<file path="src/rtl/wav_header_chunk_parser_unit_macros.svh">
// assertion macros for the wav header chunk parser
`ifndef WAV_HEADER_CHUNK_PARSER_UNIT_MACROS_SVH
`define WAV_HEADER_CHUNK_PARSER_UNIT_MACROS_SVH

`ifndef SYNTHESIS
`define WHCP_ASSERT_IMPL(label, clk, rst_n, ante, cons) \
	label: assert property (@(posedge clk) disable iff (!rst_n) (ante) |-> (cons)) \
		else $error("whcp check failed");
`define WHCP_ASSERT_NEXT(label, clk, rst_n, ante, cons) \
	label: assert property (@(posedge clk) disable iff (!rst_n) (ante) |=> (cons)) \
		else $error("whcp check failed");
`else
`define WHCP_ASSERT_IMPL(label, clk, rst_n, ante, cons)
`define WHCP_ASSERT_NEXT(label, clk, rst_n, ante, cons)
`endif

`endif

</file>
<file path="src/rtl/whcp_pkg.sv">
// types and constants of the wav header chunk parser
`default_nettype none
package whcp_pkg;

	localparam int SIZE_BITS_DEF = 32;

	localparam int PRELUDE_LEN = 12;
	localparam int MIN_FILE    = 44;
	localparam int MIN_FMT     = 16;

	localparam logic [31:0] ID_FMT  = 32'h2074_6D66;
	localparam logic [31:0] ID_DATA = 32'h6174_6164;

	localparam logic [7:0] RIFF_TAG [4] = '{8'h52, 8'h49, 8'h46, 8'h46};
	localparam logic [7:0] WAVE_TAG [4] = '{8'h57, 8'h41, 8'h56, 8'h45};

	typedef enum logic [1:0] {
		PH_HEADER = 2'd0,
		PH_BODY   = 2'd1,
		PH_PAD    = 2'd2
	} phase_t;

	typedef enum logic [1:0] {
		KIND_OTHER = 2'd0,
		KIND_FMT   = 2'd1,
		KIND_DATA  = 2'd2
	} kind_t;

	typedef enum logic [2:0] {
		ERR_OK       = 3'd0,
		ERR_SHORT    = 3'd1,
		ERR_TAGS     = 3'd2,
		ERR_OVERRUN  = 3'd3,
		ERR_FORMAT   = 3'd4,
		ERR_MISSING  = 3'd5,
		ERR_EMPTY    = 3'd6
	} err_t;

	// format, channels, rate, bits as little-endian bytes
	typedef logic [9:0][7:0] fmt_bytes_t;

endpackage
`default_nettype wire

</file>
<file path="src/rtl/whcp_in_if.sv">
// byte channel into the parser
`default_nettype none
interface whcp_in_if;
	logic       valid;
	logic       ready;
	logic [7:0] byte_value;
	logic       is_last;

	modport source (output valid, output byte_value, output is_last, input ready);
	modport sink   (input valid, input byte_value, input is_last, output ready);
endinterface
`default_nettype wire

</file>
<file path="src/rtl/whcp_out_if.sv">
// result channel out of the parser
`default_nettype none
interface whcp_out_if;
	logic        valid;
	logic        ready;
	logic        ok;
	logic [2:0]  error_code;
	logic [1:0]  channel_count;
	logic [30:0] sample_rate;
	logic [31:0] data_offset;
	logic [31:0] data_size;

	modport source (output valid, output ok, output error_code, output channel_count,
		output sample_rate, output data_offset, output data_size, input ready);
	modport sink   (input valid, input ok, input error_code, input channel_count,
		input sample_rate, input data_offset, input data_size, output ready);
endinterface
`default_nettype wire

</file>
<file path="src/rtl/wav_header_chunk_parser_unit.sv">
// RIFF/WAVE 16-bit PCM header parser, one file byte per beat.
// Bytes enter an input register and are parsed into a result register, so a byte is
// taken in every cycle; the beat marked is_last writes the result register.
// Only a last-flagged byte whose result register is still occupied holds the input
// side back, until the pending result is taken. After each result the parser is back
// at its reset state and the next byte starts a new file.
`default_nettype none
`include "wav_header_chunk_parser_unit_macros.svh"
module wav_header_chunk_parser_unit #(
	parameter int SIZE_BITS = whcp_pkg::SIZE_BITS_DEF
) (
	input  wire             clk,
	input  wire             arst_n,
	whcp_in_if.sink         bytes,
	whcp_out_if.source      result
);
	import whcp_pkg::*;

	localparam int PW = SIZE_BITS + 32;

	// input stage
	logic       valid_s1;
	logic [7:0] byte_s1;
	logic       last_s1;

	// parser state
	logic [SIZE_BITS-1:0] pos_q;
	logic                 tags_q;
	phase_t               phase_q;
	logic [63:0]          hs_q;
	logic [31:0]          br_q;
	logic [4:0]           bi_q;
	kind_t                kind_q;
	fmt_bytes_t           fmt_q;
	logic [1:0]           found_q;
	logic [31:0]          doff_q;
	logic [31:0]          dsize_q;
	err_t                 ferr_q;

	logic [SIZE_BITS-1:0] pos_n;
	logic                 tags_n;
	phase_t               phase_n;
	logic [63:0]          hs_n;
	logic [31:0]          br_n;
	logic [4:0]           bi_n;
	kind_t                kind_n;
	fmt_bytes_t           fmt_n;
	logic [1:0]           found_n;
	logic [31:0]          doff_n;
	logic [31:0]          dsize_n;
	err_t                 ferr_n;
	logic                 fin;
	logic [31:0]          csize;
	logic [PW-1:0]        pos_wide;
	err_t                 err;

	// result register
	logic        res_valid_q;
	logic        ok_q;
	err_t        err_q;
	logic [1:0]  ch_q;
	logic [30:0] rate_q;
	logic [31:0] off_q;
	logic [31:0] size_q;

	logic out_free;
	logic adv;

	function automatic logic fmt_good(input logic [31:0] size, input fmt_bytes_t f);
		logic [15:0] ch;
		logic [31:0] rate;
		ch   = {f[3], f[2]};
		rate = {f[7], f[6], f[5], f[4]};
		return (size >= 32'(MIN_FMT)) && ({f[1], f[0]} == 16'd1)
			&& ({f[9], f[8]} == 16'd16) && (ch >= 16'd1) && (ch <= 16'd2)
			&& (rate != 32'd0) && !rate[31];
	endfunction

	assign out_free    = !res_valid_q || result.ready;
	assign adv         = valid_s1 && (!last_s1 || out_free);
	assign bytes.ready = !valid_s1 || adv;
	assign pos_wide    = {32'd0, pos_q};

	always_comb begin
		pos_n   = pos_q;
		tags_n  = tags_q;
		phase_n = phase_q;
		hs_n    = hs_q;
		br_n    = br_q;
		bi_n    = bi_q;
		kind_n  = kind_q;
		fmt_n   = fmt_q;
		found_n = found_q;
		doff_n  = doff_q;
		dsize_n = dsize_q;
		ferr_n  = ferr_q;
		fin     = 1'b0;

		if (pos_q < SIZE_BITS'(PRELUDE_LEN)) begin
			if (pos_q < SIZE_BITS'(4) && byte_s1 != RIFF_TAG[pos_q[1:0]])
				tags_n = 1'b0;
			if (pos_q >= SIZE_BITS'(8) && byte_s1 != WAVE_TAG[pos_q[1:0]])
				tags_n = 1'b0;
		end else begin
			unique case (phase_q)
				PH_HEADER: begin
					hs_n = {byte_s1, hs_q[63:8]};
					bi_n = bi_q + 5'd1;
					if (bi_q == 5'd7) begin
						bi_n = '0;
						if (hs_n[31:0] == ID_FMT)
							kind_n = KIND_FMT;
						else if (hs_n[31:0] == ID_DATA)
							kind_n = KIND_DATA;
						else
							kind_n = KIND_OTHER;
						if (kind_n == KIND_FMT)
							fmt_n = '0;
						br_n = hs_n[63:32];
						if (hs_n[63:32] == 32'd0)
							fin = 1'b1;
						else
							phase_n = PH_BODY;
					end
				end
				PH_BODY: begin
					if (kind_q == KIND_FMT) begin
						if (bi_q < 5'd8)
							fmt_n[{1'b0, bi_q[2:0]}] = byte_s1;
						else if (bi_q == 5'd14 || bi_q == 5'd15)
							fmt_n[{3'b100, bi_q[0]}] = byte_s1;
					end
					if (bi_q < 5'd16)
						bi_n = bi_q + 5'd1;
					br_n = br_q - 32'd1;
					if (br_n == 32'd0)
						fin = 1'b1;
				end
				PH_PAD: begin
					phase_n = PH_HEADER;
					bi_n    = '0;
				end
				default: begin
					phase_n = PH_HEADER;
				end
			endcase
		end

		csize = hs_n[63:32];

		// end of a chunk body
		if (fin) begin
			if (kind_n == KIND_FMT) begin
				if (fmt_good(csize, fmt_n))
					found_n[0] = 1'b1;
				else if (ferr_n == ERR_OK)
					ferr_n = ERR_FORMAT;
			end else if (kind_n == KIND_DATA) begin
				doff_n     = pos_wide[31:0] + 32'd1 - csize;
				dsize_n    = csize;
				found_n[1] = 1'b1;
			end
			bi_n    = '0;
			phase_n = csize[0] ? PH_PAD : PH_HEADER;
		end

		if (pos_q != '1)
			pos_n = pos_q + SIZE_BITS'(1);

		priority if (pos_n < SIZE_BITS'(MIN_FILE))
			err = ERR_SHORT;
		else if (!tags_n)
			err = ERR_TAGS;
		else if (ferr_n != ERR_OK)
			err = ferr_n;
		else if (phase_n == PH_BODY)
			err = ERR_OVERRUN;
		else if (found_n != 2'b11)
			err = ERR_MISSING;
		else if (dsize_n == 32'd0)
			err = ERR_EMPTY;
		else
			err = ERR_OK;
	end

	always_ff @(posedge clk or negedge arst_n) begin
		if (!arst_n) begin
			valid_s1 <= 1'b0;
		end else if (bytes.ready) begin
			valid_s1 <= bytes.valid;
		end
	end

	always_ff @(posedge clk) begin
		if (bytes.valid && bytes.ready) begin
			byte_s1 <= bytes.byte_value;
			last_s1 <= bytes.is_last;
		end
	end

	always_ff @(posedge clk or negedge arst_n) begin
		if (!arst_n) begin
			pos_q   <= '0;
			tags_q  <= 1'b1;
			phase_q <= PH_HEADER;
			hs_q    <= '0;
			br_q    <= '0;
			bi_q    <= '0;
			kind_q  <= KIND_OTHER;
			fmt_q   <= '0;
			found_q <= '0;
			doff_q  <= '0;
			dsize_q <= '0;
			ferr_q  <= ERR_OK;
		end else if (adv) begin
			if (last_s1) begin
				pos_q   <= '0;
				tags_q  <= 1'b1;
				phase_q <= PH_HEADER;
				hs_q    <= '0;
				br_q    <= '0;
				bi_q    <= '0;
				kind_q  <= KIND_OTHER;
				fmt_q   <= '0;
				found_q <= '0;
				doff_q  <= '0;
				dsize_q <= '0;
				ferr_q  <= ERR_OK;
			end else begin
				pos_q   <= pos_n;
				tags_q  <= tags_n;
				phase_q <= phase_n;
				hs_q    <= hs_n;
				br_q    <= br_n;
				bi_q    <= bi_n;
				kind_q  <= kind_n;
				fmt_q   <= fmt_n;
				found_q <= found_n;
				doff_q  <= doff_n;
				dsize_q <= dsize_n;
				ferr_q  <= ferr_n;
			end
		end
	end

	always_ff @(posedge clk or negedge arst_n) begin
		if (!arst_n) begin
			res_valid_q <= 1'b0;
		end else if (adv && last_s1) begin
			res_valid_q <= 1'b1;
		end else if (result.ready) begin
			res_valid_q <= 1'b0;
		end
	end

	always_ff @(posedge clk) begin
		if (adv && last_s1) begin
			ok_q  <= (err == ERR_OK);
			err_q <= err;
			if (err == ERR_OK) begin
				ch_q   <= fmt_n[2][1:0];
				rate_q <= {fmt_n[7][6:0], fmt_n[6], fmt_n[5], fmt_n[4]};
				off_q  <= doff_n;
				size_q <= dsize_n;
			end else begin
				ch_q   <= '0;
				rate_q <= '0;
				off_q  <= '0;
				size_q <= '0;
			end
		end
	end

	assign result.valid         = res_valid_q;
	assign result.ok            = ok_q;
	assign result.error_code    = err_q;
	assign result.channel_count = ch_q;
	assign result.sample_rate   = rate_q;
	assign result.data_offset   = off_q;
	assign result.data_size     = size_q;

	// a body in progress always has bytes left
	`WHCP_ASSERT_IMPL(body_left_a, clk, arst_n, phase_q == PH_BODY, br_q != 32'd0)
	`WHCP_ASSERT_NEXT(last_gives_result_a, clk, arst_n, adv && last_s1, result.valid)
	`WHCP_ASSERT_IMPL(ok_fields_a, clk, arst_n, result.valid && result.ok,
		result.error_code == ERR_OK && result.channel_count != 2'd0
		&& result.sample_rate != 31'd0 && result.data_size != 32'd0)
	`WHCP_ASSERT_IMPL(bad_fields_zero_a, clk, arst_n, result.valid && !result.ok,
		result.error_code != ERR_OK && result.channel_count == 2'd0
		&& result.sample_rate == 31'd0 && result.data_offset == 32'd0
		&& result.data_size == 32'd0)

endmodule
`default_nettype wire
</file>
<file path="src/flat_wrapper.sv">
// flat-port wrapper written by rule: the top's interface ports become plain ports
module wav_header_chunk_parser_unit_flat import whcp_pkg::*;
#(
	parameter int SIZE_BITS = whcp_pkg::SIZE_BITS_DEF
)
  (clk, arst_n, bytes_valid, bytes_byte_value, bytes_is_last, bytes_ready, result_valid, result_ok, result_error_code, result_channel_count, result_sample_rate, result_data_offset, result_data_size, result_ready);
  whcp_in_if bytes_i ();
  whcp_out_if result_i ();
  input  wire clk;
  input  wire arst_n;
  input wire logic [$bits(bytes_i.valid)-1:0] bytes_valid;
  input wire logic [$bits(bytes_i.byte_value)-1:0] bytes_byte_value;
  input wire logic [$bits(bytes_i.is_last)-1:0] bytes_is_last;
  output wire logic [$bits(bytes_i.ready)-1:0] bytes_ready;
  output wire logic [$bits(result_i.valid)-1:0] result_valid;
  output wire logic [$bits(result_i.ok)-1:0] result_ok;
  output wire logic [$bits(result_i.error_code)-1:0] result_error_code;
  output wire logic [$bits(result_i.channel_count)-1:0] result_channel_count;
  output wire logic [$bits(result_i.sample_rate)-1:0] result_sample_rate;
  output wire logic [$bits(result_i.data_offset)-1:0] result_data_offset;
  output wire logic [$bits(result_i.data_size)-1:0] result_data_size;
  input wire logic [$bits(result_i.ready)-1:0] result_ready;
  assign bytes_i.valid = bytes_valid;
  assign bytes_i.byte_value = bytes_byte_value;
  assign bytes_i.is_last = bytes_is_last;
  assign bytes_ready = bytes_i.ready;
  assign result_valid = result_i.valid;
  assign result_ok = result_i.ok;
  assign result_error_code = result_i.error_code;
  assign result_channel_count = result_i.channel_count;
  assign result_sample_rate = result_i.sample_rate;
  assign result_data_offset = result_i.data_offset;
  assign result_data_size = result_i.data_size;
  assign result_i.ready = result_ready;
  wav_header_chunk_parser_unit #(.SIZE_BITS(SIZE_BITS)) u_core (.clk(clk), .arst_n(arst_n), .bytes(bytes_i), .result(result_i));
endmodule
</file>
<file path="config.mk">
export PLATFORM = sky130hd
export DESIGN_NAME = wav_header_chunk_parser_unit_flat
export DESIGN_NICKNAME = d
export VERILOG_FILES = /design/src/rtl/whcp_pkg.sv /design/src/rtl/whcp_in_if.sv /design/src/rtl/whcp_out_if.sv /design/src/rtl/wav_header_chunk_parser_unit.sv /design/src/flat_wrapper.sv
export VERILOG_INCLUDE_DIRS = /design/src /design/src/rtl
export SDC_FILE = /design/constraint.sdc
export NUM_CORES = 1
export LEC_CHECK = 0
export BUFFER_PORTS_ARGS = -buffer_cell sky130_fd_sc_hd__buf_2
export CORE_ASPECT_RATIO = 1.75
export CORE_MARGIN = 3
export CORE_UTILIZATION = 49
export DETAILED_ROUTE_END_ITERATION = 10
export PLACE_DENSITY = 0.64
export SYNTH_ARGS = -nofsm -noshare
export SYNTH_HDL_FRONTEND = slang
export SYNTH_SLANG_ARGS = --single-unit
</file>
<file path="constraint.sdc">
create_clock -name clk -period 7.5 [get_ports clk]
set_clock_uncertainty 0.2 [all_clocks]
set_input_delay 2.25 -clock clk [delete_from_list [all_inputs] [get_ports clk]]
set_output_delay 2.25 -clock clk [all_outputs]
set_load 0.01 [all_outputs]
</file>
==> flow_metrics.py, run 1 <==
metrics = {
    "clock_network": {
        "cts.clk_slew.worst_paths_ns": 0.07,
        "clock_sinks": 391,
        "cts_inserted_buffers": 39,
        "cts_resized": 0,
        "worstSkewPairLatency_ns": 0.57,
        "clockBufferDepth": 3,
        "cts_setup_buffers": 0,
        "hold_buffers": 0,
        "cts_tree": "yes",
        "cts-root-buf": "clkbuf_16",
        "cts_htree_levels": 2,
    },
    "grt": {
        "grt_pass1_wl_um": 112800,
        "track_usage_pct": 31.28,
        "grt_max_degree": 135,
        "grt_pass1_vias": 18790,
        "grt-ovfl-total": 0,
        "grt_antenna_before_repair": 2,
    },
    "place": {
        "place.port_buffers": 115,
        "place_area_um2": 22800,
        "place.gp.congestion": 0.9501,
        "dp_hpwl_um": 52320,
    },
    "yosys": {
        "synth_edf_count": 110,
        "yosysMostFrequentCell": "dfrtp_1",
        "avgSynthCellArea_um2": 9.592,
        "yosysTopAreaCell": "dfrtp_1",
        "yosys.area.top_type_share_pct": 32.19,
        "synth_ff_type": "dfrtp_1",
        "synth_seq_cells": 391,
        "synth_warnings": 0,
        "yosysSeqAreaShare_pct": 47.49,
        "syn_nets": 2326,
        "postSynthCellCount": 2269,
        "ys_types": 104,
        "async_reset_ff_share_pct": 71.87,
        "synth.area.top_cells": "dfrtp_1, edfxtp_1, o21ai_0",
        "syn_area_um2": 21760,
        "synthTopCellsByCount": "dfrtp_1, nand2_1, o21ai_0, nor2_1, a21oi_1",
    },
    "power": {
        "swShare_pct": 28.68,
        "power_mw": 4.970,
        "pwr-share-comb_pct": 13.8,
        "p_leak_nw": 9.895,
        "p_int_mw": 3.545,
        "p_seq_share_pct": 46.5,
        "clkPwrFrac_pct": 39.7,
        "p_per_area_nw_per_um2": 206.6,
        "peakVddDrop_mv": 0.1743,
        "power_switching_mw": 1.425,
    },
    "finish": {
        "nets": 2373,
        "seq_area_um2": 10340,
        "antennaDiodeCount": 0,
        "drive_above_1_share_pct": 14.70,
        "area_growth_pct": 10.51,
        "multi_input_area_um2": 10650,
        "fillers": 3961,
        "final_core_util_pct": 55.17,
        "design_area_um2": 24050,
    },
    "timing": {
        "rsz0062_at_grt": "no",
        "fmax_mhz": 158.5,
        "tns_ns": 0,
        "period_share_pct": 84.14,
        "tightest_slew_ns": 1.193,
        "finalHoldViolations": 0,
        "fin_crit_ns": 6.311,
        "relSlewSlack_pct": 19.76,
        "setup_viol": 0,
        "fin_hold_ws_ns": 0.2793,
        "slew_violations": 0,
    },
    "floorplanning": {
        "coreArea_um2": 43600,
        "initial_utilization_pct": 49.92,
        "chipHeight_um": 284.8,
        "ios": 116,
        "die_x_um": 165.3,
        "fp.dieArea_um2": 47080,
        "num_rows": 101,
    },
    "worst_setup_path": {
        "cp_max_fo": 52,
        "critPathArrivalTime_ns": 6.38,
        "path_class": "flip-flop to flip-flop",
        "worstReg2RegStart": "u_core.phase_q[1]",
        "crit_required_ns": 7.57,
        "rr_endpoint": "u_core.result.data_size[15]",
        "ff2ff_path_depth": 15,
        "cp-end-kind": "flip-flop",
        "rrSetupSlack_ns": 1.19,
        "start_kind": "flip-flop",
    },
    "min_path": {
        "hold_depth": 2,
        "hp-class": "flip-flop to flip-flop",
        "min_to": "u_core.doff_q[11]",
        "min_from": "u_core.doff_q[11]",
    },
    "routing": {
        "first_pass_iters": 9,
        "vias": 18760,
        "vias_per_cell": 6.440,
        "detail-route-antenna-nets": 0,
        "routedWlPerCell_um": 25.47,
        "wirelength_um": 74190,
        "drc_errors": 0,
        "drt_iter0_drc": 1715,
    },
    "status": {
        "status": "finished clean",
    },
    "run": {
        "drv_cap": 0,
    },
}
metrics by stage:
stage	cells	worst slack (ns)
after global routing	2913	0.9685
after global placement	2841	1.430
final	2913	1.189
after floorplan	2269	1.715
after detailed placement	2841	1.382
after CTS	2913	1.276
placed cells by master (no fill, tap or decap), drive strengths merged, types with 59 or more instances in the layout:
cell type  netlist  layout
a21oi          114     114
nor2           219     219
nor3            59      59
edfxtp         110     110
dfrtp          280     280
nand2          273     273
buf             45     160
xnor2           59      59
a22o           105     105
o21ai          237     237
worst max-delay path by stage:
stage / from / depth (start not counted) / slack (ns) / to
3_3_place_gp: u_core.phase_q[1] / 15 / 1.43 / u_core.result.data_size[15]
4_1_cts: u_core.phase_q[1] / 15 / 1.28 / u_core.result.data_size[15]
2_1_floorplan: result_ready / 6 / 1.71 / u_core.result.channel_count[0]
6_report: u_core.phase_q[1] / 15 / 1.19 / u_core.result.data_size[15]
5_1_grt: u_core.phase_q[1] / 20 / 0.97 / u_core.result.data_offset[31]
3_5_place_dp: u_core.phase_q[1] / 15 / 1.38 / u_core.result.data_size[21]
flip-flops by register name, indices dropped and copies added (netlist names):
name                         flops
u_core.fmt_q                    80
u_core.hs_q                     56
u_core.br_q                     32
u_core.doff_q                   32
u_core.dsize_q                  32
u_core.pos_q                    32
u_core.result.data_offset       32
u_core.result.data_size         32
u_core.result.sample_rate       31
u_core.byte_s1                   8
u_core.bi_q                      5
u_core.ferr_q                    3
u_core.result.error_code         3
u_core.found_q                   2
u_core.kind_q                    2
u_core.phase_q                   2
u_core.result.channel_count      2
u_core.last_s1                   1
u_core.result.ok                 1
u_core.result.valid              1
u_core.tags_q                    1
u_core.valid_s1                  1
logic make-up after synthesis:
logic type               count (synthesis)  share of synthesized area [%]
AO/OA/AOI/OAI                          680                          21.55
multiplexers                            40                          1.857
XOR/XNOR                                90                          3.622
AND/OR/NAND/NOR                        825                          18.98
flip-flops                             391                          47.49
adder cells (fa/ha/maj)                 46                          2.656
buffers and inverters                  197                          3.846
metal layers:
| layer | global-route usage, % | vias up | share of wire (%) |
|---|---|---|---|
| met4 | 23.20 | 4 | 9.0 |
| met2 | 52.19 | 814 | 49 |
| met5 | 0 | - | 0.036 |
| met3 | 4.753 | 273 | 5.7 |
| met1 | 35.71 | 9217 | 36 |
| li1 | - | 8453 | - |
power groups by stage:
stage               registers [mW]  clock network [mW]  logic [mW]
global route                  2.31                2.08       0.739
global placement              2.35                   0       0.675
CTS                           2.31                2.00       0.681
finish                        2.31                1.97       0.688
detailed placement            2.35                   0       0.676
floorplan                     2.32                   0       0.434
worst max-delay path, cell delays in order (launching register included):
cell and delay, ns:
dfrtp_1 0.39, inv_1 0.14, ha_1 0.37, clkinv_1 0.10, buf_4 0.22, a21oi_4 0.62
buf_4 0.31, mux2i_1 0.53, nand4_1 0.16, nor4_1 1.04, mux2i_1 0.35, or4_1 0.50
o211ai_1 0.19, or4b_4 0.36, buf_12 0.32, a211oi_2 0.08
final cells by class:
cell class                      instances  area share, %
Clock buffer                           52          4.432
Clock inverter                         20         0.7595
Inverter                               43         0.6814
Multi-Input combinational cell       1681          44.27
Sequential cell                       391          42.97
Tap cell                              566          2.944
Timing Repair Buffer                  160          3.943
Note: power is estimated with default switching activity, not from simulation.
==> run 2, diff against run 1 <==
- clock period: 7.5 -> 5.9 ns (I/O delays scaled with it)
==> run 2 against run 1 <==
  * Clock power is 36% higher
  * Critical path type unchanged
  * Total power grew 30%
  * Utilization increased by 1.4 points
  * Cell count up 2.2%
  * Routed wire length rose by 1.2%
  * Sequential cell count unchanged
  * Largest cell class unchanged
  * Largest power group unchanged
==> flow_metrics.py, run 2 (same netlist as run 1, synthesis figures left out) <==
metrics = {
    "grt": {
        "grt_pass1_vias": 18910,
        "use_met1_pct": 36.55,
        "grt_max_degree": 88,
        "grt_antenna_before_repair": 0,
        "global_route.usage.met2_pct": 55.07,
        "grt.busiest_layer": "met2",
        "track_usage_pct": 31.61,
        "met3_usage_pct": 4.273,
        "grt-ovfl-total": 0,
        "grt_pass1_wl_um": 114400,
    },
    "timing": {
        "tns_ns": 0,
        "relSlewSlack_pct": 13.68,
        "fin_crit_ns": 5.727,
        "tightest_slew_ns": 1.283,
        "finalHoldViolations": 0,
        "rsz0062_at_grt": "no",
        "period_share_pct": 97.08,
        "fmax_mhz": 174.6,
        "slew_violations": 0,
        "setup_viol": 0,
    },
    "finish": {
        "nets": 2435,
        "top_regs": "u_core.fmt_q x80, u_core.hs_q x56",
        "fillers": 3878,
        "drive_above_1_share_pct": 16.97,
        "final_common_cell": "dfrtp_1",
        "antennaDiodeCount": 0,
        "regMostFlops": "u_core.fmt_q",
        "fin_cells": 2976,
        "final_core_util_pct": 56.54,
        "area_growth_pct": 13.26,
        "largest_register_ff_count": 80,
        "layout_common_cells": "dfrtp_1, nand2_1, o21ai_0",
        "design_area_um2": 24650,
    },
    "floorplanning": {
        "num_rows": 101,
        "fp.dieArea_um2": 47080,
        "chipHeight_um": 284.8,
        "die_x_um": 165.3,
        "initial_utilization_pct": 49.92,
        "coreArea_um2": 43600,
        "ios": 116,
    },
    "place": {
        "dp.cells": 2902,
        "place.gp.congestion": 0.9576,
        "dp_hpwl_um": 53550,
        "place_area_um2": 23280,
        "place.port_buffers": 115,
    },
    "power": {
        "power_mw": 6.452,
        "p_leak_nw": 10.23,
        "p_per_area_nw_per_um2": 261.7,
        "peakVddDrop_mv": 0.2433,
    },
    "worst_setup_path": {
        "ff2ff_path_depth": 14,
        "critPathTopFamily": "simple AND/OR/NAND/NOR gates",
        "start_kind": "flip-flop",
        "cp_max_fo": 46,
        "worst-path-stages": 14,
        "cp_slowest_cell": "nor4_1",
        "rrSetupSlack_ns": 0.17,
        "path_class": "flip-flop to flip-flop",
        "cp_num_buf_inv": 2,
        "worstReg2RegStart": "u_core.pos_q[7]",
        "cp-end-kind": "flip-flop",
        "rr_endpoint": "u_core.result.sample_rate[13]",
        "critPathArrivalTime_ns": 5.80,
        "crit_required_ns": 5.98,
        "worstPathCellList": "nor4_1 -> and4_1 -> buf_4 -> nand2_1 -> and2_0 -> a22oi_1 -> nand3_1 -> nor4_1 -> o2111ai_2 -> a211oi_1 -> o21ai_1 -> or4b_4 -> buf_4 -> nor2_1",
        "cpPeakStageDelay_ns": 0.72,
    },
    "run": {
        "drv_cap": 0,
    },
    "routing": {
        "vias": 18990,
        "routedWlPerCell_um": 25.24,
        "drt_iter0_drc": 1451,
        "vias_per_cell": 6.380,
        "wirelength_um": 75100,
        "first_pass_iters": 7,
        "detail-route-antenna-nets": 0,
        "drc_errors": 0,
    },
    "clock_network": {
        "cts_tree": "yes",
        "cts_inserted_buffers": 40,
        "hold_buffers": 0,
        "cts.clk_slew.worst_paths_ns": 0.07,
        "worstSkewPairLatency_ns": 0.58,
        "cts-root-buf": "clkbuf_16",
        "clockBufferDepth": 3,
        "cts_htree_levels": 2,
        "clock_sinks": 391,
    },
    "status": {
        "status": "finished clean",
    },
    "min_path": {
        "hp-class": "flip-flop to flip-flop",
        "min_from": "u_core.doff_q[28]",
        "hold_depth": 2,
        "min_to": "u_core.doff_q[28]",
    },
}
-- run 2: cell types whose count changed in the layout (fill, tap and decap cells not counted), moves of 2 or more --
cell | previous run | this run
buf_4 | 43 | 102
bufinv_16 | 2 | 5
buf_12 | 2 | 4
clkbuf_1 | 10 | 8
clkinv_8 | 1 | 3
-- run 2: area by class of cell --
type                       count  area, µm²  area share [%]
clock buffer                  49       1045           4.238
clock inverter                25      306.5           1.244
inverter                      43      163.9          0.6649
multi-input combinational   1681      10660           43.24
sequential                   391      10340           41.93
tap                          566      708.2           2.873
timing repair buffer         221       1431           5.807
-- run 2: layer usage --
| layer | part of all wire, % | wire [µm] |
|---|---|---|
| met2 | 51 | 38210 |
| met5 | 0 | 0 |
| met1 | 36 | 27180 |
| met3 | 5.6 | 4190 |
| met4 | 7.4 | 5525 |
-- run 2: report_power, final --
group / internal (mW) / total, mW / switching [mW] / leakage [nW]
sequential: 2.84 / 2.92 / 0.0806 / 5.05
clock: 1.50 / 2.67 / 1.17 / 0.641
combinational: 0.298 / 0.856 / 0.558 / 4.54
total: 4.64 / 6.45 / 1.81 / 10.2
-- run 2: what timing repair did --
action / CTS / global route
endpoints found under the setup margin: 0 / 98
buffers inserted: 0 / 0
gates resized for setup: 0 / 2
-- run 2: worst reg2reg max path, cell delays in order (launching register included) --
cell,delay (ns)
dfrtp_1,0.53
nor4_1,0.72
and4_1,0.38
buf_4,0.20
nand2_1,0.26
and2_0,0.38
a22oi_1,0.27
nand3_1,0.14
nor4_1,0.59
o2111ai_2,0.35
a211oi_1,0.42
o21ai_1,0.12
or4b_4,0.24
buf_4,0.49
nor2_1,0.15
-- run 2: worst max path at each step --
stage                           start                       endpoint  slack (ns)
finish                u_core.pos_q[7]  u_core.result.sample_rate[13]        0.17
global route           u_core.bi_q[1]  u_core.result.sample_rate[13]        0.02
CTS                    u_core.bi_q[1]  u_core.result.sample_rate[12]        0.07
detailed placement     u_core.bi_q[1]  u_core.result.sample_rate[12]        0.06
global placement      u_core.pos_q[7]    u_core.result.data_size[11]        0.25
floorplan           u_core.phase_q[1]  u_core.result.data_offset[31]        0.35
-- run 2: per-stage QoR --
step / worst slack [ns] / hold WS (ns)
floorplan: 0.3542 / 0.2386
global placement: 0.2547 / 0.2571
detailed placement: 0.06119 / 0.2605
CTS: 0.07207 / 0.2739
global route: 0.02002 / 0.3055
finish: 0.1726 / 0.2722
==> run 3, diff against run 2 <==
- CORE_MARGIN: 3 -> not set
==> run 3 against run 2 <==
  * Combinational power decreased by 0.9%
  * Via count barely moved
  * Worst setup slack improved by 0.097 ns
  * Global-route usage up 1.2 points
  * Clock power decreased by 4%
==> flow_metrics.py, run 3 (same netlist as run 1, synthesis figures left out) <==
metrics = {
    "worst_setup_path": {
        "cp-end-kind": "flip-flop",
        "cp_num_buf_inv": 1,
        "critPathArrivalTime_ns": 5.82,
        "worstPathCellList": "ha_2 -> nand4_1 -> nor2_1 -> and4_1 -> xnor2_1 -> or4_1 -> or4b_1 -> o21ai_1 -> nor4_1 -> o21ai_0 -> o211ai_1 -> or4b_4 -> buf_4 -> a211oi_2",
        "ff2ff_path_depth": 14,
        "cp_max_fo": 17,
        "start_kind": "flip-flop",
        "path_class": "flip-flop to flip-flop",
        "critPathTopFamily": "simple AND/OR/NAND/NOR gates",
        "cp_slowest_cell": "or4b_4",
        "crit_required_ns": 6.09,
        "cpPeakStageDelay_ns": 0.71,
        "worst-path-stages": 14,
    },
    "routing": {
        "wl_met1_um": 27150,
        "top_layer": "met4",
        "first_pass_iters": 6,
        "routedWlPerCell_um": 24.82,
        "vias_per_cell": 6.356,
        "drc_errors": 0,
        "drt_iter0_drc": 1612,
        "vias": 18980,
        "wl_met2_um": 36840,
        "detail-route-antenna-nets": 0,
        "wirelength_um": 74120,
        "wl_met3_um": 4154,
    },
    "timing": {
        "tightest_slew_ns": 1.273,
        "setup_viol": 0,
        "fin_crit_ns": 5.631,
        "period_share_pct": 95.43,
        "fmax_mhz": 177.6,
        "slew_violations": 0,
        "finalHoldViolations": 0,
        "rsz0062_at_grt": "no",
        "fin_hold_ws_ns": 0.2758,
        "layout_setup_ws_ns": 0.2694,
        "relSlewSlack_pct": 14.42,
        "tns_ns": 0,
    },
    "finish": {
        "antennaDiodeCount": 0,
        "nets": 2446,
        "drive_above_1_share_pct": 17.40,
        "area_growth_pct": 13.46,
        "design_area_um2": 24690,
        "largest_register_ff_count": 80,
        "fillers": 3864,
        "layout_common_cells": "dfrtp_1, nand2_1, o21ai_0",
        "final_common_cell": "dfrtp_1",
        "regMostFlops": "u_core.fmt_q",
        "top_regs": "u_core.fmt_q x80, u_core.hs_q x56",
    },
    "floorplanning": {
        "chipHeight_um": 280.8,
        "initial_utilization_pct": 49.92,
        "num_rows": 101,
        "coreArea_um2": 43600,
        "die_x_um": 161.3,
        "ios": 116,
        "fp.dieArea_um2": 45300,
    },
    "min_path": {
        "hold_depth": 2,
        "hp-class": "flip-flop to flip-flop",
    },
    "place": {
        "place_ws_ns": 0.2813,
        "place.gp.congestion": 0.9820,
        "place.port_buffers": 115,
        "place_area_um2": 23350,
        "dp_hpwl_um": 52920,
    },
    "clock_network": {
        "cts_inserted_buffers": 39,
        "clockBufferDepth": 3,
        "clock_sinks": 391,
        "cts_htree_levels": 2,
        "cts_tree": "yes",
        "worstSkewPairLatency_ns": 0.56,
        "cts-root-buf": "clkbuf_16",
        "cts.clk_slew.worst_paths_ns": 0.07,
    },
    "grt": {
        "track_usage_pct": 32.81,
        "grt-ovfl-total": 0,
        "grt_pass1_wl_um": 113000,
        "grt_max_degree": 113,
        "grt_antenna_before_repair": 0,
        "grt_pass1_vias": 18820,
    },
    "status": {
        "status": "finished clean",
    },
    "run": {
        "drv_cap": 0,
    },
    "power": {
        "power_mw": 6.337,
        "peakVddDrop_mv": 0.2409,
        "p_leak_nw": 10.28,
        "p_per_area_nw_per_um2": 256.6,
    },
}
## run 3: path summary, 6_finish.rpt
check | slack [ns] | end | start
max | 0.27 | u_core.result.data_size[2] | u_core.pos_q[1]
min | 0.28 | u_core.doff_q[28] | u_core.doff_q[28]
max reg2reg | 0.27 | u_core.result.data_size[2] | u_core.pos_q[1]
min reg2reg | 0.28 | u_core.doff_q[28] | u_core.doff_q[28]
max in group asynchronous | 3.22 | u_core.fmt_q[69] | arst_n
min in group asynchronous | 1.06 | u_core.br_q[30] | arst_n
## run 3: layer usage
metal  track usage (%)  vias up
met5                 0        -
met4             23.75        0
met3             4.708      266
met2             56.81      792
met1             36.70     9340
li1                  -     8581
## run 3: tightest hold or removal path, cell delays in order (launching register included)
cell and delay (ns):
dfrtp_1 0.34, nand2_1 0.05, nand2_1 0.05
## run 3: final cells by class
cell class | instances | area, µm² | share of cell area [%]
multi-input combinational | 1681 | 10660 | 43.15
sequential | 391 | 10340 | 41.86
timing repair buffer | 233 | 1546 | 6.263
clock buffer | 53 | 1091 | 4.418
tap | 566 | 708.2 | 2.868
clock inverter | 19 | 191.4 | 0.7752
inverter | 43 | 163.9 | 0.6638
## run 3: power breakdown
part	internal, mW	leakage, nW	total (mW)	switching [mW]
logic	0.299	4.60	0.848	0.549
clock network	1.44	0.633	2.57	1.13
registers	2.84	5.05	2.92	0.0762
## run 3: stage by stage
| step | utilization (%) | instances |
|---|---|---|
| final | 56.64 | 2986 |
| after global routing | 56.64 | 2986 |
| after floorplan | - | 2269 |
| after CTS | 56.50 | 2983 |
| after global placement | 53.56 | 2911 |
| after detailed placement | 53.56 | 2911 |
## run 3: repair_timing
item	CTS	global route
hold buffers	0	0
setup endpoints to repair	0	86
setup buffers	0	3
gates resized for setup	0	3
